===== config.mk =====
export PLATFORM = sky130hd
export DESIGN_NAME = command_line_tokenizer_flat
export DESIGN_NICKNAME = d
export VERILOG_FILES = /design/src/rtl/core/cmdtok_pkg.sv /design/src/rtl/core/cmdtok_if.sv /design/src/rtl/core/cmdtok_step.sv /design/src/rtl/core/cmdtok_outq.sv /design/src/rtl/core/command_line_tokenizer.sv /design/src/flat_wrapper.sv
export SDC_FILE = /design/constraint.sdc
export NUM_CORES = 1
export LEC_CHECK = 0
export BUFFER_PORTS_ARGS = -buffer_cell sky130_fd_sc_hd__buf_2
export CORE_ASPECT_RATIO = 2
export CORE_MARGIN = 3
export CORE_UTILIZATION = 50
export DETAILED_ROUTE_END_ITERATION = 6
export PLACE_DENSITY_LB_ADDON = 0.3
export SKIP_CTS_REPAIR_TIMING = 1
export SYNTH_ARGS = -nofsm -noshare
export SYNTH_HDL_FRONTEND = slang
export SYNTH_SLANG_ARGS = --single-unit

===== constraint.sdc =====
create_clock -name clk -period 12.6 [get_ports clk]
set_input_delay 1.89 -clock clk [delete_from_list [all_inputs] [get_ports clk]]
set_output_delay 1.89 -clock clk [all_outputs]
set_load 0.005 [all_outputs]

===== src/rtl/core/cmdtok_pkg.sv =====
// Package for the command-line tokenizer: widths, character codes, result
// kinds, status codes, state and result types.
// No dependencies.
package cmdtok_pkg;

  localparam int CHAR_W     = 8;
  localparam int POS_W      = 12;
  localparam int LINE_LIMIT = 4096;
  localparam int NEST_LIMIT = 15;
  localparam int MAX_RES    = 4;
  localparam int RES_CNT_W  = $clog2(MAX_RES + 1);
  localparam int RES_IDX_W  = $clog2(MAX_RES);
  localparam int NEST_W     = $clog2(NEST_LIMIT + 1);

  // positions saturate at the smaller of LINE_LIMIT-1 and the field range
  localparam int POS_MAX_I  = ((LINE_LIMIT - 1) < ((1 << POS_W) - 1)) ?
                              (LINE_LIMIT - 1) : ((1 << POS_W) - 1);
  localparam logic [POS_W-1:0]  POS_MAX  = POS_W'(POS_MAX_I);
  localparam logic [NEST_W-1:0] NEST_MAX = NEST_W'(NEST_LIMIT);

  localparam logic [CHAR_W-1:0] CH_QUOTE   = 8'h22;
  localparam logic [CHAR_W-1:0] CH_BANG    = 8'h21;
  localparam logic [CHAR_W-1:0] CH_SLASH   = 8'h2F;
  localparam logic [CHAR_W-1:0] CH_LPAREN  = 8'h28;
  localparam logic [CHAR_W-1:0] CH_RPAREN  = 8'h29;
  localparam logic [CHAR_W-1:0] CH_SPACE   = 8'h20;
  localparam logic [CHAR_W-1:0] CH_TAB     = 8'h09;
  localparam logic [CHAR_W-1:0] CH_LOWER_A = 8'h61;
  localparam logic [CHAR_W-1:0] CH_LOWER_Z = 8'h7A;
  localparam logic [CHAR_W-1:0] CASE_DIFF  = 8'h20;

  localparam logic [1:0] KIND_CHAR   = 2'd0;
  localparam logic [1:0] KIND_END    = 2'd1;
  localparam logic [1:0] KIND_STATUS = 2'd2;

  localparam logic [1:0] ST_OK       = 2'd0;
  localparam logic [1:0] ST_QUOTE    = 2'd1;
  localparam logic [1:0] ST_PAREN    = 2'd2;
  localparam logic [1:0] ST_EMPTY    = 2'd3;

  typedef struct packed {
    logic              inside_quotes;
    logic              quote_pending;
    logic              inside_comment;
    logic [NEST_W-1:0] nest_depth;
    logic              token_has_chars;
    logic              token_quoted;
    logic              token_qualifier;
    logic [POS_W-1:0]  token_begin;
    logic [POS_W-1:0]  char_index;
    logic [POS_W-1:0]  open_quote_index;
    logic [POS_W-1:0]  open_paren_index;
    logic              any_token_seen;
  } tok_state_t;

  typedef struct packed {
    logic [1:0]        kind;
    logic [CHAR_W-1:0] char_out;
    logic              qual_flag;
    logic              quoted_flag;
    logic [POS_W-1:0]  token_position;
    logic [1:0]        status;
    logic [POS_W-1:0]  err_pos;
    logic              last;
  } res_t;

  typedef res_t [MAX_RES-1:0] res_vec_t;

  function automatic res_t mk_res(input logic [1:0] kind, input logic [CHAR_W-1:0] ch,
                                  input logic qual, input logic quo,
                                  input logic [POS_W-1:0] pos, input logic [1:0] st,
                                  input logic [POS_W-1:0] epos, input logic last);
    res_t r;
    r.kind           = kind;
    r.char_out       = ch;
    r.qual_flag      = qual;
    r.quoted_flag    = quo;
    r.token_position = pos;
    r.status         = st;
    r.err_pos        = epos;
    r.last           = last;
    return r;
  endfunction

endpackage


===== src/rtl/core/cmdtok_if.sv =====
// Channel interfaces of the command-line tokenizer: character words in,
// result words out. Depends on cmdtok_pkg.
interface cmdtok_in_if import cmdtok_pkg::*; ();
  logic              valid;
  logic              ready;
  logic [CHAR_W-1:0] char_in;
  logic              line_end;

  modport source (output valid, char_in, line_end, input ready);
  modport sink   (input valid, char_in, line_end, output ready);
endinterface

interface cmdtok_out_if import cmdtok_pkg::*; ();
  logic              valid;
  logic              ready;
  logic [1:0]        kind;
  logic [CHAR_W-1:0] char_out;
  logic              qual_flag;
  logic              quoted_flag;
  logic [POS_W-1:0]  token_position;
  logic [1:0]        status;
  logic [POS_W-1:0]  err_pos;
  logic              last;

  modport source (output valid, kind, char_out, qual_flag, quoted_flag, token_position,
                  status, err_pos, last, input ready);
  modport sink   (input valid, kind, char_out, qual_flag, quoted_flag, token_position,
                  status, err_pos, last, output ready);
endinterface


===== src/rtl/core/cmdtok_step.sv =====
// Next-state and result logic for one character: quoting, comments, nesting,
// token splitting and the line status. Depends on cmdtok_pkg.
module cmdtok_step import cmdtok_pkg::*; (
  input  tok_state_t              st_cur,
  input  logic [CHAR_W-1:0]       char_in,
  input  logic                    line_end,
  output tok_state_t              st_nxt,
  output res_vec_t                res,
  output logic [RES_CNT_W-1:0]    res_cnt
);

  always_comb begin : step_proc
    tok_state_t          s;
    res_vec_t            r;
    logic [RES_CNT_W-1:0] n;
    logic [CHAR_W-1:0]   c;
    logic [POS_W-1:0]    idx;
    logic [POS_W:0]      idx_inc;
    logic [POS_W-1:0]    idx_sat;
    logic                done;
    logic [1:0]          st_code;
    logic [POS_W-1:0]    epos;

    s       = st_cur;
    r       = '0;
    n       = '0;
    c       = char_in;
    idx     = st_cur.char_index;
    idx_inc = {1'b0, idx} + {{POS_W{1'b0}}, 1'b1};
    idx_sat = (idx_inc > {1'b0, POS_MAX}) ? POS_MAX : idx_inc[POS_W-1:0];
    done    = 1'b0;
    st_code = ST_OK;
    epos    = '0;

    if (s.inside_comment) begin
      done = 1'b1;
    end else if (s.inside_quotes) begin
      if (s.quote_pending) begin
        s.quote_pending = 1'b0;
        if (c == CH_QUOTE) begin
          // doubled quote: one literal quote
          r[n[RES_IDX_W-1:0]] = mk_res(KIND_CHAR, CH_QUOTE, 1'b0, 1'b0, '0, ST_OK, '0, 1'b0);
          n = n + 1'b1;
          s.token_has_chars = 1'b1;
          done = 1'b1;
        end else begin
          s.inside_quotes = 1'b0;
        end
      end else if (c == CH_QUOTE) begin
        s.quote_pending = 1'b1;
        done = 1'b1;
      end else begin
        r[n[RES_IDX_W-1:0]] = mk_res(KIND_CHAR, c, 1'b0, 1'b0, '0, ST_OK, '0, 1'b0);
        n = n + 1'b1;
        s.token_has_chars = 1'b1;
        done = 1'b1;
      end
    end

    if (!done) begin
      priority if (c == CH_QUOTE) begin
        s.inside_quotes    = 1'b1;
        s.open_quote_index = idx;
        s.token_quoted     = 1'b1;
        if (!s.token_has_chars) s.token_begin = idx;
      end else if (c == CH_BANG) begin
        s.inside_comment = 1'b1;
      end else if (c == CH_LPAREN) begin
        if (s.nest_depth == '0) s.open_paren_index = idx;
        if (s.nest_depth < NEST_MAX) s.nest_depth = s.nest_depth + 1'b1;
        r[n[RES_IDX_W-1:0]] = mk_res(KIND_CHAR, c, 1'b0, 1'b0, '0, ST_OK, '0, 1'b0);
        n = n + 1'b1;
        s.token_has_chars = 1'b1;
      end else if (c == CH_RPAREN) begin
        if (s.nest_depth != '0) s.nest_depth = s.nest_depth - 1'b1;
        r[n[RES_IDX_W-1:0]] = mk_res(KIND_CHAR, c, 1'b0, 1'b0, '0, ST_OK, '0, 1'b0);
        n = n + 1'b1;
        s.token_has_chars = 1'b1;
      end else if (s.nest_depth != '0) begin
        r[n[RES_IDX_W-1:0]] = mk_res(KIND_CHAR, c, 1'b0, 1'b0, '0, ST_OK, '0, 1'b0);
        n = n + 1'b1;
        s.token_has_chars = 1'b1;
      end else if (c == CH_SLASH) begin
        if (s.token_has_chars || s.token_quoted) begin
          r[n[RES_IDX_W-1:0]] = mk_res(KIND_END, '0, s.token_qualifier, s.token_quoted,
                                       s.token_begin, ST_OK, '0, 1'b0);
          n = n + 1'b1;
          s.any_token_seen  = 1'b1;
          s.token_has_chars = 1'b0;
          s.token_quoted    = 1'b0;
          s.token_qualifier = 1'b0;
        end
        s.token_begin = idx;
        r[n[RES_IDX_W-1:0]] = mk_res(KIND_CHAR, CH_SLASH, 1'b0, 1'b0, '0, ST_OK, '0, 1'b0);
        n = n + 1'b1;
        s.token_has_chars = 1'b1;
        s.token_qualifier = 1'b1;
      end else if (c == CH_SPACE || c == CH_TAB) begin
        if (s.token_has_chars || s.token_quoted) begin
          r[n[RES_IDX_W-1:0]] = mk_res(KIND_END, '0, s.token_qualifier, s.token_quoted,
                                       s.token_begin, ST_OK, '0, 1'b0);
          n = n + 1'b1;
          s.any_token_seen  = 1'b1;
          s.token_has_chars = 1'b0;
          s.token_quoted    = 1'b0;
          s.token_qualifier = 1'b0;
        end
        s.token_begin = idx_sat;
      end else begin
        if (!s.token_has_chars) s.token_begin = idx;
        // fold a-z until a quote shows up in the token
        if (!s.token_quoted && c >= CH_LOWER_A && c <= CH_LOWER_Z) c = c - CASE_DIFF;
        r[n[RES_IDX_W-1:0]] = mk_res(KIND_CHAR, c, 1'b0, 1'b0, '0, ST_OK, '0, 1'b0);
        n = n + 1'b1;
        s.token_has_chars = 1'b1;
      end
    end

    if (!line_end) begin
      s.char_index = idx_sat;
    end else begin
      // a quote still pending at the end closes the literal
      if (s.quote_pending) begin
        s.quote_pending = 1'b0;
        s.inside_quotes = 1'b0;
      end
      if (s.token_has_chars || s.token_quoted) begin
        r[n[RES_IDX_W-1:0]] = mk_res(KIND_END, '0, s.token_qualifier, s.token_quoted,
                                     s.token_begin, ST_OK, '0, 1'b0);
        n = n + 1'b1;
        s.any_token_seen = 1'b1;
      end
      priority if (s.inside_quotes) begin
        st_code = ST_QUOTE;
        epos    = s.open_quote_index;
      end else if (s.nest_depth != '0) begin
        st_code = ST_PAREN;
        epos    = s.open_paren_index;
      end else if (!s.any_token_seen) begin
        st_code = ST_EMPTY;
      end else begin
        st_code = ST_OK;
      end
      r[n[RES_IDX_W-1:0]] = mk_res(KIND_STATUS, '0, 1'b0, 1'b0, '0, st_code, epos, 1'b1);
      n = n + 1'b1;
      s = '0;
    end

    st_nxt  = s;
    res     = r;
    res_cnt = n;
  end

endmodule


===== src/rtl/core/cmdtok_outq.sv =====
// Result buffer: holds the up to four results of one character and hands
// them out one word per cycle while the output side is ready. Depends on cmdtok_pkg.
module cmdtok_outq import cmdtok_pkg::*; (
  input  logic                 clk,
  input  logic                 rst_n,
  input  logic                 load,
  input  res_vec_t             load_res,
  input  logic [RES_CNT_W-1:0] load_cnt,
  output logic                 can_load,
  output logic                 out_valid,
  input  logic                 out_ready,
  output res_t                 out_res
);

  res_vec_t             res_r;
  logic [RES_CNT_W-1:0] cnt_r, cnt_nxt;
  logic [RES_IDX_W-1:0] head_r, head_nxt;
  logic                 pop;

  assign out_valid = (cnt_r != '0);
  assign pop       = out_valid && out_ready;
  // free now, or the last word leaves this cycle
  assign can_load  = (cnt_r == '0) || ((cnt_r == RES_CNT_W'(1)) && out_ready);
  assign out_res   = res_r[head_r];

  always_comb begin
    cnt_nxt  = cnt_r;
    head_nxt = head_r;
    if (load) begin
      cnt_nxt  = load_cnt;
      head_nxt = '0;
    end else if (pop) begin
      cnt_nxt  = cnt_r - 1'b1;
      head_nxt = head_r + 1'b1;
    end
  end

  always_ff @(posedge clk) begin
    if (!rst_n) begin
      cnt_r  <= '0;
      head_r <= '0;
    end else begin
      cnt_r  <= cnt_nxt;
      head_r <= head_nxt;
    end
  end

  always_ff @(posedge clk) begin
    if (load) begin
      res_r <= load_res;
    end
  end

endmodule


===== src/rtl/core/command_line_tokenizer.sv =====
// Command-line tokenizer: takes one character word per cycle while ready and
// produces token characters, token-end words and one line status word per line.
// An accepted character is held in the input register; its results (zero to
// four) then load the result buffer, which hands out one word per cycle while
// the output side is ready. Input is taken every cycle as long as each character
// makes at most one result and the output side takes a word every cycle; a
// character that makes more results holds the input until the last word of the
// result buffer leaves through its single output port. State starts fresh after
// each line end, so lines need no separator beyond the line_end flag.
// Depends on cmdtok_pkg, cmdtok_if, cmdtok_step and cmdtok_outq.
module command_line_tokenizer import cmdtok_pkg::*; (
  input  logic   clk,
  input  logic   rst_n,
  cmdtok_in_if.sink    in_ch,
  cmdtok_out_if.source out_ch
);

  logic                 in_vld_r;
  logic [CHAR_W-1:0]    in_char_r;
  logic                 in_le_r;
  tok_state_t           state_r, state_nxt;
  res_vec_t             step_res;
  logic [RES_CNT_W-1:0] step_cnt;
  logic                 can_load;
  logic                 process;
  logic                 q_valid;
  res_t                 q_res;

  assign process     = in_vld_r && can_load;
  assign in_ch.ready = !in_vld_r || process;

  always_ff @(posedge clk) begin
    if (!rst_n) begin
      in_vld_r <= 1'b0;
      state_r  <= '0;
    end else begin
      if (in_ch.valid && in_ch.ready) begin
        in_vld_r <= 1'b1;
      end else if (process) begin
        in_vld_r <= 1'b0;
      end
      if (process) begin
        state_r <= state_nxt;
      end
    end
  end

  always_ff @(posedge clk) begin
    if (in_ch.valid && in_ch.ready) begin
      in_char_r <= in_ch.char_in;
      in_le_r   <= in_ch.line_end;
    end
  end

  cmdtok_step u_step (
    .st_cur   (state_r),
    .char_in  (in_char_r),
    .line_end (in_le_r),
    .st_nxt   (state_nxt),
    .res      (step_res),
    .res_cnt  (step_cnt)
  );

  cmdtok_outq u_outq (
    .clk       (clk),
    .rst_n     (rst_n),
    .load      (process),
    .load_res  (step_res),
    .load_cnt  (step_cnt),
    .can_load  (can_load),
    .out_valid (q_valid),
    .out_ready (out_ch.ready),
    .out_res   (q_res)
  );

  assign out_ch.valid          = q_valid;
  assign out_ch.kind           = q_res.kind;
  assign out_ch.char_out       = q_res.char_out;
  assign out_ch.qual_flag      = q_res.qual_flag;
  assign out_ch.quoted_flag    = q_res.quoted_flag;
  assign out_ch.token_position = q_res.token_position;
  assign out_ch.status         = q_res.status;
  assign out_ch.err_pos        = q_res.err_pos;
  assign out_ch.last           = q_res.last;

endmodule


===== src/flat_wrapper.sv =====
// flat-port wrapper written by rule: the top's interface ports become plain ports
module command_line_tokenizer_flat import cmdtok_pkg::*;
  (clk, rst_n, in_ch_valid, in_ch_char_in, in_ch_line_end, in_ch_ready, out_ch_valid, out_ch_kind, out_ch_char_out, out_ch_qual_flag, out_ch_quoted_flag, out_ch_token_position, out_ch_status, out_ch_err_pos, out_ch_last, out_ch_ready);
  cmdtok_in_if in_ch_i ();
  cmdtok_out_if out_ch_i ();
  input  logic clk;
  input  logic rst_n;
  input wire logic [$bits(in_ch_i.valid)-1:0] in_ch_valid;
  input wire logic [$bits(in_ch_i.char_in)-1:0] in_ch_char_in;
  input wire logic [$bits(in_ch_i.line_end)-1:0] in_ch_line_end;
  output wire logic [$bits(in_ch_i.ready)-1:0] in_ch_ready;
  output wire logic [$bits(out_ch_i.valid)-1:0] out_ch_valid;
  output wire logic [$bits(out_ch_i.kind)-1:0] out_ch_kind;
  output wire logic [$bits(out_ch_i.char_out)-1:0] out_ch_char_out;
  output wire logic [$bits(out_ch_i.qual_flag)-1:0] out_ch_qual_flag;
  output wire logic [$bits(out_ch_i.quoted_flag)-1:0] out_ch_quoted_flag;
  output wire logic [$bits(out_ch_i.token_position)-1:0] out_ch_token_position;
  output wire logic [$bits(out_ch_i.status)-1:0] out_ch_status;
  output wire logic [$bits(out_ch_i.err_pos)-1:0] out_ch_err_pos;
  output wire logic [$bits(out_ch_i.last)-1:0] out_ch_last;
  input wire logic [$bits(out_ch_i.ready)-1:0] out_ch_ready;
  assign in_ch_i.valid = in_ch_valid;
  assign in_ch_i.char_in = in_ch_char_in;
  assign in_ch_i.line_end = in_ch_line_end;
  assign in_ch_ready = in_ch_i.ready;
  assign out_ch_valid = out_ch_i.valid;
  assign out_ch_kind = out_ch_i.kind;
  assign out_ch_char_out = out_ch_i.char_out;
  assign out_ch_qual_flag = out_ch_i.qual_flag;
  assign out_ch_quoted_flag = out_ch_i.quoted_flag;
  assign out_ch_token_position = out_ch_i.token_position;
  assign out_ch_status = out_ch_i.status;
  assign out_ch_err_pos = out_ch_i.err_pos;
  assign out_ch_last = out_ch_i.last;
  assign out_ch_i.ready = out_ch_ready;
  command_line_tokenizer u_core (.clk(clk), .rst_n(rst_n), .in_ch(in_ch_i), .out_ch(out_ch_i));
endmodule

== Word level (Yosys, flattened, before mapping) ==
Index checks and enable logic that the tools add are counted.
Storage, ports and cells
  flip-flop bits (word level): 230
  latch bits: 0
  bits in writable memories: 0
  ROM bits: 0
  output and inout bits: 41
  memories: 0
Operators by class
  add/subtract/negate cells: 10
  $mul: 0
  divide/modulo/power cells: 0
  order comparisons: 13
  equality and inequality tests: 10
  shifts and indexed selects: 0
  mux-type cells: 139
  bitwise gates (word level): 4
  reductions and logical operators: 27
Operators with widths (count)
  $mux W156: 19
  $bwmux W156: 5
  $demux W39 S2: 4
  $mux W39: 8
  $and A136 B136 Y136: 1
  $not A136 Y136: 1
  $mux W12: 11
  $bmux W39 S2: 1
  $mux W3: 25
  $mux W8: 9
  $mux W25: 2
  $eq A8 B6 Y1 const B: 6
  $mux W14: 3
  $mux W37: 1
  $mux W35: 1
  $mux W1: 30
  $mux W13: 2
  $mux W22: 1
  $mux W20: 1
  $or A20 B20 Y20: 1
  $mux W19: 1
  $mux W2: 9
  $lt A2 B3 Y1 const B: 5
  $mux W15: 1
  29 further kinds: 55

== Logic depth before layout (Yosys ltp) ==
Gate-level depths: netlist of run 1.
  depth in word-level cells: 32
  gate-level depth with buffers: 23
  mapped depth without buffers: 19

== Cells and area by module ==
Synthesis of run 1 repeated with hierarchy kept, for this count alone.
Unflattened totals
  cells, all modules: 1278
  area, all modules: 13128.8 µm²
Modules (own cells, without submodules)
  cmdtok_outq: instances 1, cells an instance 241, area an instance 5908.2 µm², sequential area each 4784.6 µm²
  cmdtok_step: instances 1, cells an instance 752, area an instance 4342.9 µm², sequential area each 0.0 µm²
  command_line_tokenizer: instances 1, cells an instance 285, area an instance 2877.8 µm², sequential area each 1471.4 µm²

== Worst setup path after synthesis of run 1 ==
No wires, ideal clock.
  kind: input to register
  start: in out_ch_ready
  end: reg u_core.state_r[9] (netlist name)
  library setup time: 0.117 ns
  arrival: 6.845 ns
  slack: 5.638 ns
  cell stages on the path: 10
  cells stage by stage: a21oi_1 nor2_1 nand2_1 clkinv_1 and3_1 clkbuf_1 nand2_1 nand2_1 clkbuf_1 a22o_1
On the way
  longest elaborated chain between the ends: 3
Ends and longest elaborated chain
  from (decl): line flat_wrapper.sv:21  | input wire logic [$bits(out_ch_i.ready)-1:0] out_ch_ready;
  $logic_and A1 B1 Y1: line cmdtok_outq.sv:23  | assign can_load = (cnt_r == '0) || ((cnt_r == RES_CNT_W'(1)) && out_ready);
  $logic_or A1 B1 Y1: line cmdtok_outq.sv:23
  $logic_and A1 B1 Y1: line command_line_tokenizer.sv:29  | assign process = in_vld_r && can_load;
  net u_core.process: line command_line_tokenizer.sv:25  | logic process;
  to (signal assigned): line command_line_tokenizer.sv:43  | state_r <= state_nxt;
  to (decl): line command_line_tokenizer.sv:21  | tok_state_t state_r, state_nxt;
The timed path passes the listed nets, and every way through them passes these cells.
A chain may end at the register's enable or synchronous reset.

==> results of run 1 <==
## power by group
group	total, W	switching [W]	internal [W]
sequential	0.000940	0.0000649	0.000875
combinational	0.000447	0.000264	0.000184
clock	0.000589	0.000273	0.000317
total	0.00198	0.000601	0.00138
## state kept, by name, indices dropped and copies added (netlist names)
register,cells
u_core.in_le_r,1
u_core.u_outq.head_r,2
u_core.in_vld_r,1
u_core.u_outq.res_r,138
u_core.state_r,59
u_core.in_char_r,8
u_core.u_outq.cnt_r,3
## worst max-delay path, stage by stage (launching register included)
cell and delay [ns]:
edfxtp_1 0.52, or4b_4 0.65, o41ai_4 0.40, nand3_1 0.32, nor2_2 0.49, inv_1 0.17, ha_1 0.40, nand4_1 0.10
a211o_1 0.19, o211ai_1 0.13, nand2_1 0.16, a32oi_1 0.11, nor2b_1 0.21, o21ai_0 0.43, inv_1 0.20, ha_1 0.30
nand2_1 0.21, nand2_1 0.13, nor4b_4 0.70, a22o_1 0.25
## metal layers
metal / share of wire, % / up-vias / wire, um / GRT usage [%]
met1: 34 / 4563 / 11600 / 28.0
met2: 54 / 428 / 18400 / 49.1
met5: 0 / - / 0 / 0
li1: - / 4307 / - / -
met4: 6.9 / 0 / 2350 / 16.5
met3: 5.0 / 143 / 1720 / 3.24
## per-stage QoR
stage	total power (W)	area, um2	cells
final	0.00198	12600	1410
after detailed placement	0.00140	12000	1374
after global placement	0.00139	12000	1374
after global routing	0.00206	12600	1410
after floorplan	0.00125	11700	1123
after CTS	0.00199	12600	1410
## cells in the final DEF (no fill, tap or decap), types with 7 or more instances in the layout
| cell | netlist | routed |
|---|---|---|
| nor2_2 | 13 | 13 |
| a21oi_1 | 53 | 53 |
| o32ai_1 | 49 | 49 |
| nand4_1 | 16 | 16 |
| and3_1 | 9 | 9 |
| o221ai_1 | 7 | 7 |
| ha_1 | 22 | 22 |
| nand2_1 | 119 | 119 |
| o211ai_1 | 13 | 13 |
| clkinv_2 | 0 | 7 |
| mux4_2 | 30 | 30 |
| a22o_1 | 32 | 32 |
| o21ai_1 | 18 | 19 |
| buf_2 | 10 | 53 |
| and2_1 | 11 | 11 |
| buf_4 | 3 | 10 |
| nor3_1 | 22 | 21 |
| nor2_1 | 86 | 86 |
| dfxtp_1 | 65 | 63 |
| mux2i_1 | 26 | 26 |
| a31oi_1 | 13 | 13 |
| inv_1 | 29 | 29 |
| nand3_1 | 29 | 29 |
| clkbuf_16 | 0 | 20 |
| o2bb2ai_1 | 12 | 12 |
| o21ai_0 | 71 | 70 |
| o22ai_1 | 12 | 12 |
| edfxtp_1 | 147 | 147 |
## final timing paths
check,from,end,slack [ns]
setup / recovery,u_core.in_char_r[6],u_core.u_outq.res_r[58],6.40
hold / removal,u_core.state_r[19],u_core.state_r[19],0.47
hold reg to reg,u_core.state_r[19],u_core.state_r[19],0.47
setup reg to reg,u_core.in_char_r[6],u_core.u_outq.res_r[58],6.40
## kinds of logic after synthesis
kind of cell	after synthesis	synth area share, %
compound gates	341	20.5
simple gates	357	15.1
fa+ha+maj	22	2.35
flops	212	48.7
mux	56	7.98
xor+xnor	10	0.747
buf+inv	124	4.49
other cells	1	0.0320
## area by class of cell
type	count	area, um2
multi-input combinational	787	5490
clock inverter	14	115
inverter	32	125
fill	2073	10200
clock buffer	22	508
tap	280	350
timing repair buffer	63	340
sequential	212	5720
==> metrics.cfg, run 1 <==
[global_route]
grt_max_degree=75
grt_pass1_vias=9356
antenna_found_initial=0
grt-ovfl-total=0
grt_pass1_wl_mm=52.8
grt_usage_pct=26.7

[setup_path]
cp_data_arrival_time_ns=6.59
endpoint_kind=register
worstPathMaxFanout=13
critPathKind=register to register
reg2reg_depth=19
cp-start-kind=register
worst_ep_required_time_ns=12.98

[synthesis]
synth.area.top_cells=edfxtp_1, dfxtp_1, mux4_2
ys_async_sr_fraction_pct=0
avgSynthCellArea_um2=10.4
syn-instance-count=1123
yosysSeqAreaShare_pct=48.7
synth_area_um2=11700
yosysTopAreaCell=edfxtp_1
ys_ff_latch=212
yosys.area.top_type_share_pct=37.6
synth_cell_types=89
synth_common_cells=edfxtp_1, nand2_1, nor2_1, o21ai_0, clkbuf_1
synth_edf_count=147
synthesis.nets=1158
yosys_warnings=0
synth.most_common_cell=edfxtp_1
synth_ff_type=edfxtp_1

[floorplanning]
dieArea_um2=25400
pin_count=54
rows=78
core_area_um2=22800
start_util_pct=51.4
die_w_um=114
die_h_um=223

[detailed_routing]
drc=0
totalWireLength_mm=34.1
drtIter0Drc=908
vias=9441
ant_nets=0
avgViaCountPerCell=6.70
firstDrtPassIters=5
routedWlPerCell_um=24.2

[sta]
setup_viol=0
tightest_slew_ns=1.15
slew_headroom_pct=23.4
min_period_ns=6.20
finalSetupTns_ns=0
slew_viol_final=0
setup_ws_ns=6.40
holdWs_ns=0.475
rsz0062_at_grt=no
finalHoldViolCount=0
fin_skew_ns=0.0144
fmax_mhz=161
period_share_pct=49.2

[cells_and_area]
nets=1151
drive_above_1_share_pct=15.0
final_util_pct=55.4
diodes=0
area_growth_pct=7.84

[worst_hold_path]
hold_class=register to register
holdPathStages=1

[pwr]
ir_worst_vdd_uv=141
leakage_nw=4.29
power_density_nw_per_um2=156

[clock_network]
ctsHtreeMaxLevel=1
path_clk_slew_ns=0.07
cts_tree=yes
cts_buffers=20
cts_root_buffer=clkbuf_16
clk_latency_ns=0.52
cts_sinks=212
cts_buffer_depth=3

[flow_run]
maxCapViolCount=0

[placement]
hpwl_mm=24.4
place_ws_ns=6.55
gp_congestion=1.04
port_buffers=53

[status]
status=finished, final reports clean

Note: power is estimated with default switching activity, not from simulation.
==> run 2, diff against run 1 <==
- clock period: 12.6 -> 6 ns (I/O delays scaled with it)
==> run 2 against run 1 <==
Critical path depth unchanged. Final cell count up 1.8%. Routed wire length up 0.29%. Via count up 2.0%. Combinational power up 120%. Worst setup slack worse by 5.9 ns. Clock-buffer cell count up 5. Sequential cell count unchanged. Register-to-register slack worse by 5.9 ns. Worst hold slack better by 0.0021 ns. Die area unchanged. First-iteration DRC count down 6.4%. Critical endpoint is now u_core.u_outq.res_r[25].
==> metrics.cfg, run 2 (synthesized netlist as in run 1, its figures left out) <==
[placement]
hpwl_mm=24.7  ; was 24.4 mm
gp_congestion=0.976  ; was 1.04
place_inst=1397  ; was 1374
port_buffers=53  ; unchanged

[clock_network]
path_clk_slew_ns=0.06  ; was 0.07 ns
cts_sinks=212  ; unchanged
cts_buffer_depth=3  ; unchanged
cts_tree=yes  ; unchanged
clk_latency_ns=0.52  ; about the same
cts_buffers=21  ; was 20
cts_root_buffer=clkbuf_16  ; unchanged
ctsHtreeMaxLevel=1  ; unchanged

[global_route]
grt_pass1_vias=9674  ; was 9356
antenna_found_initial=0  ; unchanged
grt_usage_pct=27.0  ; was 26.7%
grt_max_degree=87  ; was 75
grt_pass1_wl_mm=53.5  ; was 52.8 mm
grt-ovfl-total=0  ; unchanged

[detailed_routing]
totalWireLength_mm=34.2  ; was 34.1 mm
avgViaCountPerCell=6.71  ; was 6.70
vias=9626  ; was 9441
drc=0  ; unchanged
drtIter0Drc=850  ; was 908
firstDrtPassIters=6  ; was 5
ant_nets=0  ; unchanged
routedWlPerCell_um=23.8  ; was 24.2 um

[cells_and_area]
mostFrequentLayoutCells=edfxtp_1, nand2_1, nor2_1  ; unchanged
top_regs=u_core.u_outq.res_r: 138 flops, u_core.state_r: 59 flops, u_core.in_char_r: 8 flops  ; unchanged
regMostFlops=u_core.u_outq.res_r  ; unchanged
diodes=0  ; unchanged
instances_no_fill=1435  ; was 1410
drive_above_1_share_pct=16.5  ; was 15.0%
nets=1175  ; was 1151
layout_commonest_cell=edfxtp_1  ; unchanged
largest_reg_flops=138  ; unchanged
area_growth_pct=9.78  ; was 7.84%

[pwr]
p_sw_w=0.00125  ; was 0.000601 W
ir_worst_vdd_uv=209  ; was 141 uV
clock_power_share_pct=31.2  ; was 29.8%
switching_share_pct=29.6  ; was 30.4%
p_int_w=0.00299  ; was 0.00138 W
power_density_nw_per_um2=329  ; was 156 nW/um2
pwr-share-seq_pct=46.0  ; was 47.5%
comb_power_share_pct=22.8  ; was 22.6%
leakage_nw=4.41  ; was 4.29 nW

[floorplanning]
pin_count=54  ; unchanged
start_util_pct=51.4  ; unchanged
core_area_um2=22800  ; unchanged
die_w_um=114  ; unchanged
dieArea_um2=25400  ; unchanged
die_h_um=223  ; unchanged
rows=78  ; unchanged

[sta]
min_period_ns=5.55  ; was 6.20 ns
finalSetupTns_ns=0  ; unchanged
period_share_pct=92.5  ; was 49.2%
slew_headroom_pct=29.7  ; was 23.4%
tightest_slew_ns=1.06  ; was 1.15 ns
fmax_mhz=180  ; was 161 MHz
rsz0062_at_grt=no  ; unchanged
finalHoldViolCount=0  ; unchanged
fin_skew_ns=0.0170  ; was 0.0144 ns
slew_viol_final=0  ; unchanged
setup_viol=0  ; unchanged

[flow_run]
maxCapViolCount=0  ; unchanged

[setup_path]
critPathKind=register to register  ; unchanged
reg2reg_depth=19  ; unchanged
worstPathMaxFanout=13  ; unchanged
worst_ep_required_time_ns=6.35  ; was 12.98 ns
cp_data_arrival_time_ns=5.90  ; was 6.59 ns
reg2reg_to=u_core.u_outq.res_r[25]  ; was u_core.u_outq.res_r[58]
endpoint_kind=register  ; unchanged
rrSetupSlack_ns=0.45  ; was 6.40 ns
cp-start-kind=register  ; unchanged
r2r-start=u_core.in_char_r[6]  ; unchanged

[worst_hold_path]
holdPathStages=1  ; unchanged
hold_class=register to register  ; unchanged
min_to=u_core.state_r[18]  ; was u_core.state_r[19]
min_from=u_core.state_r[18]  ; was u_core.state_r[19]

[status]
status=finished, final reports clean  ; unchanged

[run 2: layer usage]
| metal | vias up | GRT usage (%) | wire, um |
|---|---|---|---|
| li1 | 4360 | - | - |
| met1 | 4655 | 27.3 | 11100 |
| met2 | 437 | 49.4 | 18300 |
| met3 | 174 | 3.13 | 1850 |
| met4 | 0 | 19.8 | 2920 |
| met5 | - | 0 | 0 |
[run 2: metrics by stage]
stage / area (um2) / setup WS [ns] / hold WS (ns) / power (W) / util (%)
5_1_grt: 12900 / 0.152 / 0.488 / 0.00444 / 56.4
4_1_cts: 12900 / 0.555 / 0.478 / 0.00427 / 56.4
6_report: 12900 / 0.451 / 0.477 / 0.00424 / 56.4
3_5_place_dp: 12200 / 0.607 / 0.455 / 0.00296 / 53.4
3_3_place_gp: 12200 / 0.781 / 0.456 / 0.00293 / 53.4
2_1_floorplan: 11700 / 0.0283 / 0.442 / 0.00263 / -
[run 2: worst max-delay path, cell delays in order, from the launching register on]
cell      delay (ns)
edfxtp_1        0.52
or4b_4          0.65
o41ai_4         0.42
nand3_1         0.34
nor2_2          0.19
inv_1           0.09
ha_1            0.36
nand4_1         0.11
a211o_1         0.35
o211ai_1        0.13
a21o_1          0.16
a22o_2          0.23
nand2_1         0.11
o21ai_0         0.20
inv_1           0.18
ha_1            0.32
nand2_1         0.13
and4_1          0.61
nand2_1         0.13
o21ai_1         0.12
[run 2: power by group through the flow]
| stage | registers [W] | logic, W | clock network [W] |
|---|---|---|---|
| after floorplan | 0.00194 | 0.000691 | 0 |
| after CTS | 0.00195 | 0.000975 | 0.00134 |
| after global routing | 0.00198 | 0.00106 | 0.00140 |
| after detailed placement | 0.00199 | 0.000971 | 0 |
| after global placement | 0.00197 | 0.000962 | 0 |
| final | 0.00195 | 0.000965 | 0.00132 |
[run 2: layout make-up]
class                      instances  area, um2
fill                            2023       9960
sequential                       212       5720
multi-input combinational        787       5490
clock buffer                      27        558
timing repair buffer              86        513
tap                              280        350
inverter                          32        125
clock inverter                    11        120
[run 2: worst max path at each step]
stage | slack, ns | endpoint | start
after global placement | 0.78 | u_core.u_outq.res_r[58] | u_core.in_char_r[6]
after CTS | 0.55 | u_core.u_outq.res_r[25] | u_core.in_char_r[6]
after floorplan | 0.03 | u_core.state_r[9] | out_ch_ready
after detailed placement | 0.61 | u_core.u_outq.res_r[19] | u_core.in_char_r[6]
after global routing | 0.15 | u_core.u_outq.res_r[25] | u_core.in_char_r[6]
final | 0.45 | u_core.u_outq.res_r[25] | u_core.in_char_r[6]
==> run 3, diff against run 2 <==
- CORE_ASPECT_RATIO: 2 -> not set
- CORE_UTILIZATION: 50 -> 48
- TNS_END_PERCENT: not set -> 5
==> run 3 against run 2 <==
Critical endpoint is now u_core.u_outq.res_r[65]. Combinational power is essentially flat. Worst setup slack lost 0.021 ns. Power grew 2.5%. Clock-buffer cell count grew 2. Non-clock buffer count shrank 9. First-iteration DRC count grew 49%. Sequential share of layout area shrank 0.27 points. Critical path type unchanged. Maximum frequency shrank 0.38%. Global-route usage shrank 2.6 points. Final area grew 0.60%. Register-to-register slack lost 0.02 ns.
==> metrics.cfg, run 3 (synthesized netlist as in run 1, its figures left out) <==
[pwr]
pwr-share-seq_pct=44.9  ; was 46.0%
leakage_nw=4.42  ; was 4.41 nW
power_density_nw_per_um2=336  ; was 329 nW/um2
switching_share_pct=29.1  ; was 29.6%
comb_power_share_pct=22.2  ; was 22.8%
ir_worst_vdd_uv=294  ; was 209 uV
p_sw_w=0.00127  ; was 0.00125 W
clock_power_share_pct=32.9  ; was 31.2%
p_int_w=0.00308  ; was 0.00299 W

[sta]
fmax_mhz=180  ; about the same
finalSetupTns_ns=0  ; unchanged
period_share_pct=92.8  ; was 92.5%
slew_headroom_pct=31.4  ; was 29.7%
finalHoldViolCount=0  ; unchanged
slew_viol_final=0  ; unchanged
rsz0062_at_grt=no  ; unchanged
holdWs_ns=0.471  ; was 0.477 ns
fin_skew_ns=0.0100  ; was 0.0170 ns
setup_viol=0  ; unchanged
tightest_slew_ns=1.03  ; was 1.06 ns
min_period_ns=5.57  ; was 5.55 ns

[clock_network]
path_clk_slew_ns=0.06  ; about the same
cts_sinks=212  ; unchanged
cts_root_buffer=clkbuf_16  ; unchanged
clk_latency_ns=0.53  ; was 0.52 ns
cts_tree=yes  ; unchanged
ctsHtreeMaxLevel=1  ; unchanged
cts_buffers=23  ; was 21
cts_buffer_depth=3  ; unchanged

[floorplanning]
start_util_pct=49.4  ; was 51.4%
pin_count=54  ; unchanged
core_area_um2=23800  ; was 22800 um2
dieArea_um2=26300  ; was 25400 um2
die_w_um=162  ; was 114 um
rows=56  ; was 78
die_h_um=162  ; was 223 um

[setup_path]
cp-start-kind=register  ; unchanged
worstPathMaxFanout=13  ; unchanged
critPathKind=register to register  ; unchanged
endpoint_kind=register  ; unchanged
cp_data_arrival_time_ns=5.93  ; was 5.90 ns
worst_ep_required_time_ns=6.36  ; was 6.35 ns

[global_route]
grt_usage_pct=24.4  ; was 27.0%
grt-ovfl-total=0  ; unchanged
grt_max_degree=87  ; unchanged
grt_pass1_vias=8698  ; was 9674
grt_pass1_wl_mm=51.3  ; was 53.5 mm
antenna_found_initial=0  ; unchanged

[detailed_routing]
drc=0  ; unchanged
routedWlPerCell_um=21.9  ; was 23.8 um
vias=9421  ; was 9626
ant_nets=0  ; unchanged
firstDrtPassIters=6  ; unchanged
drtIter0Drc=1268  ; was 850
avgViaCountPerCell=6.41  ; was 6.71
totalWireLength_mm=32.2  ; was 34.2 mm

[cells_and_area]
regMostFlops=u_core.u_outq.res_r  ; unchanged
top_regs=u_core.u_outq.res_r: 138 flops, u_core.state_r: 59 flops, u_core.in_char_r: 8 flops  ; unchanged
diodes=0  ; unchanged
final_util_pct=54.5  ; was 56.4%
mostFrequentLayoutCells=edfxtp_1, nand2_1, nor2_1  ; unchanged
area_growth_pct=10.4  ; was 9.78%
largest_reg_flops=138  ; unchanged
fin_area_um2=13000  ; was 12900 um2
nets=1168  ; was 1175
drive_above_1_share_pct=15.9  ; was 16.5%
layout_commonest_cell=edfxtp_1  ; unchanged

[placement]
port_buffers=53  ; unchanged
gp_congestion=0.960  ; was 0.976
hpwl_mm=22.0  ; was 24.7 mm
postPlaceCellArea_um2=12200  ; about the same

[worst_hold_path]
hold_class=register to register  ; unchanged

[status]
status=finished, final reports clean  ; unchanged

[flow_run]
maxCapViolCount=0  ; unchanged

run 3: cell count changes in the layout (fill, tap and decap cells not counted), moves of 2 or more:
cell,delta
clkinv_1,+5
clkbuf_16,+4
inv_6,-2
buf_4,-9
run 3: layer usage:
layer | track usage, % | share of wire, % | vias to the layer above
met3 | 5.02 | 9.5 | 56
met2 | 35.9 | 44 | 497
li1 | - | - | 4346
met4 | 5.27 | 2.4 | 0
met5 | 0 | 0 | -
met1 | 37.3 | 45 | 4522
run 3: final timing paths:
kind	slack, ns	start	endpoint	depth (start not counted)
setup / recovery	0.43	u_core.in_char_r[6]	u_core.u_outq.res_r[65]	20
hold / removal	0.47	u_core.state_r[14]	u_core.state_r[14]	1
hold reg to reg	0.47	u_core.state_r[14]	u_core.state_r[14]	1
setup reg to reg	0.43	u_core.in_char_r[6]	u_core.u_outq.res_r[65]	20
run 3: area by class of cell:
class,instances,area [um2]
timing repair buffer,77,445
clock inverter,13,128
tap,319,399
clock buffer,29,641
fill,2048,10800
sequential,212,5720
multi-input combinational,787,5500
inverter,32,125
run 3: stage by stage:
stage | setup WS, ns | total power [W] | cells
3_3_place_gp | 0.687 | 0.00292 | 1427
6_report | 0.430 | 0.00435 | 1469
5_1_grt | 0.122 | 0.00455 | 1469
3_5_place_dp | 0.538 | 0.00295 | 1427
2_1_floorplan | 0.0283 | 0.00263 | 1123
4_1_cts | 0.496 | 0.00438 | 1469
run 3: critical path, cell delays in order (launching register included):
cell       delay [ns]
edfxtp_1         0.51
or4b_4           0.64
o41ai_4          0.40
nand3_1          0.34
nor2_2           0.18
inv_1            0.09
ha_1             0.38
nand4_1          0.10
a211o_1          0.36
o211ai_1         0.16
a21o_1           0.16
a22o_2           0.23
nand2_1          0.09
o21ai_0          0.20
inv_1            0.18
ha_1             0.33
nand2_1          0.27
nand2_1          0.15
nor4b_4          0.21
buf_4            0.24
o2bb2ai_1        0.15
run 3: power groups by stage:
stage / combinational [W] / sequential, W / clock (W)
floorplan: 0.000691 / 0.00194 / 0
global placement: 0.000957 / 0.00197 / 0
detailed placement: 0.000969 / 0.00198 / 0
CTS: 0.000971 / 0.00195 / 0.00145
global route: 0.00107 / 0.00197 / 0.00151
finish: 0.000964 / 0.00195 / 0.00143
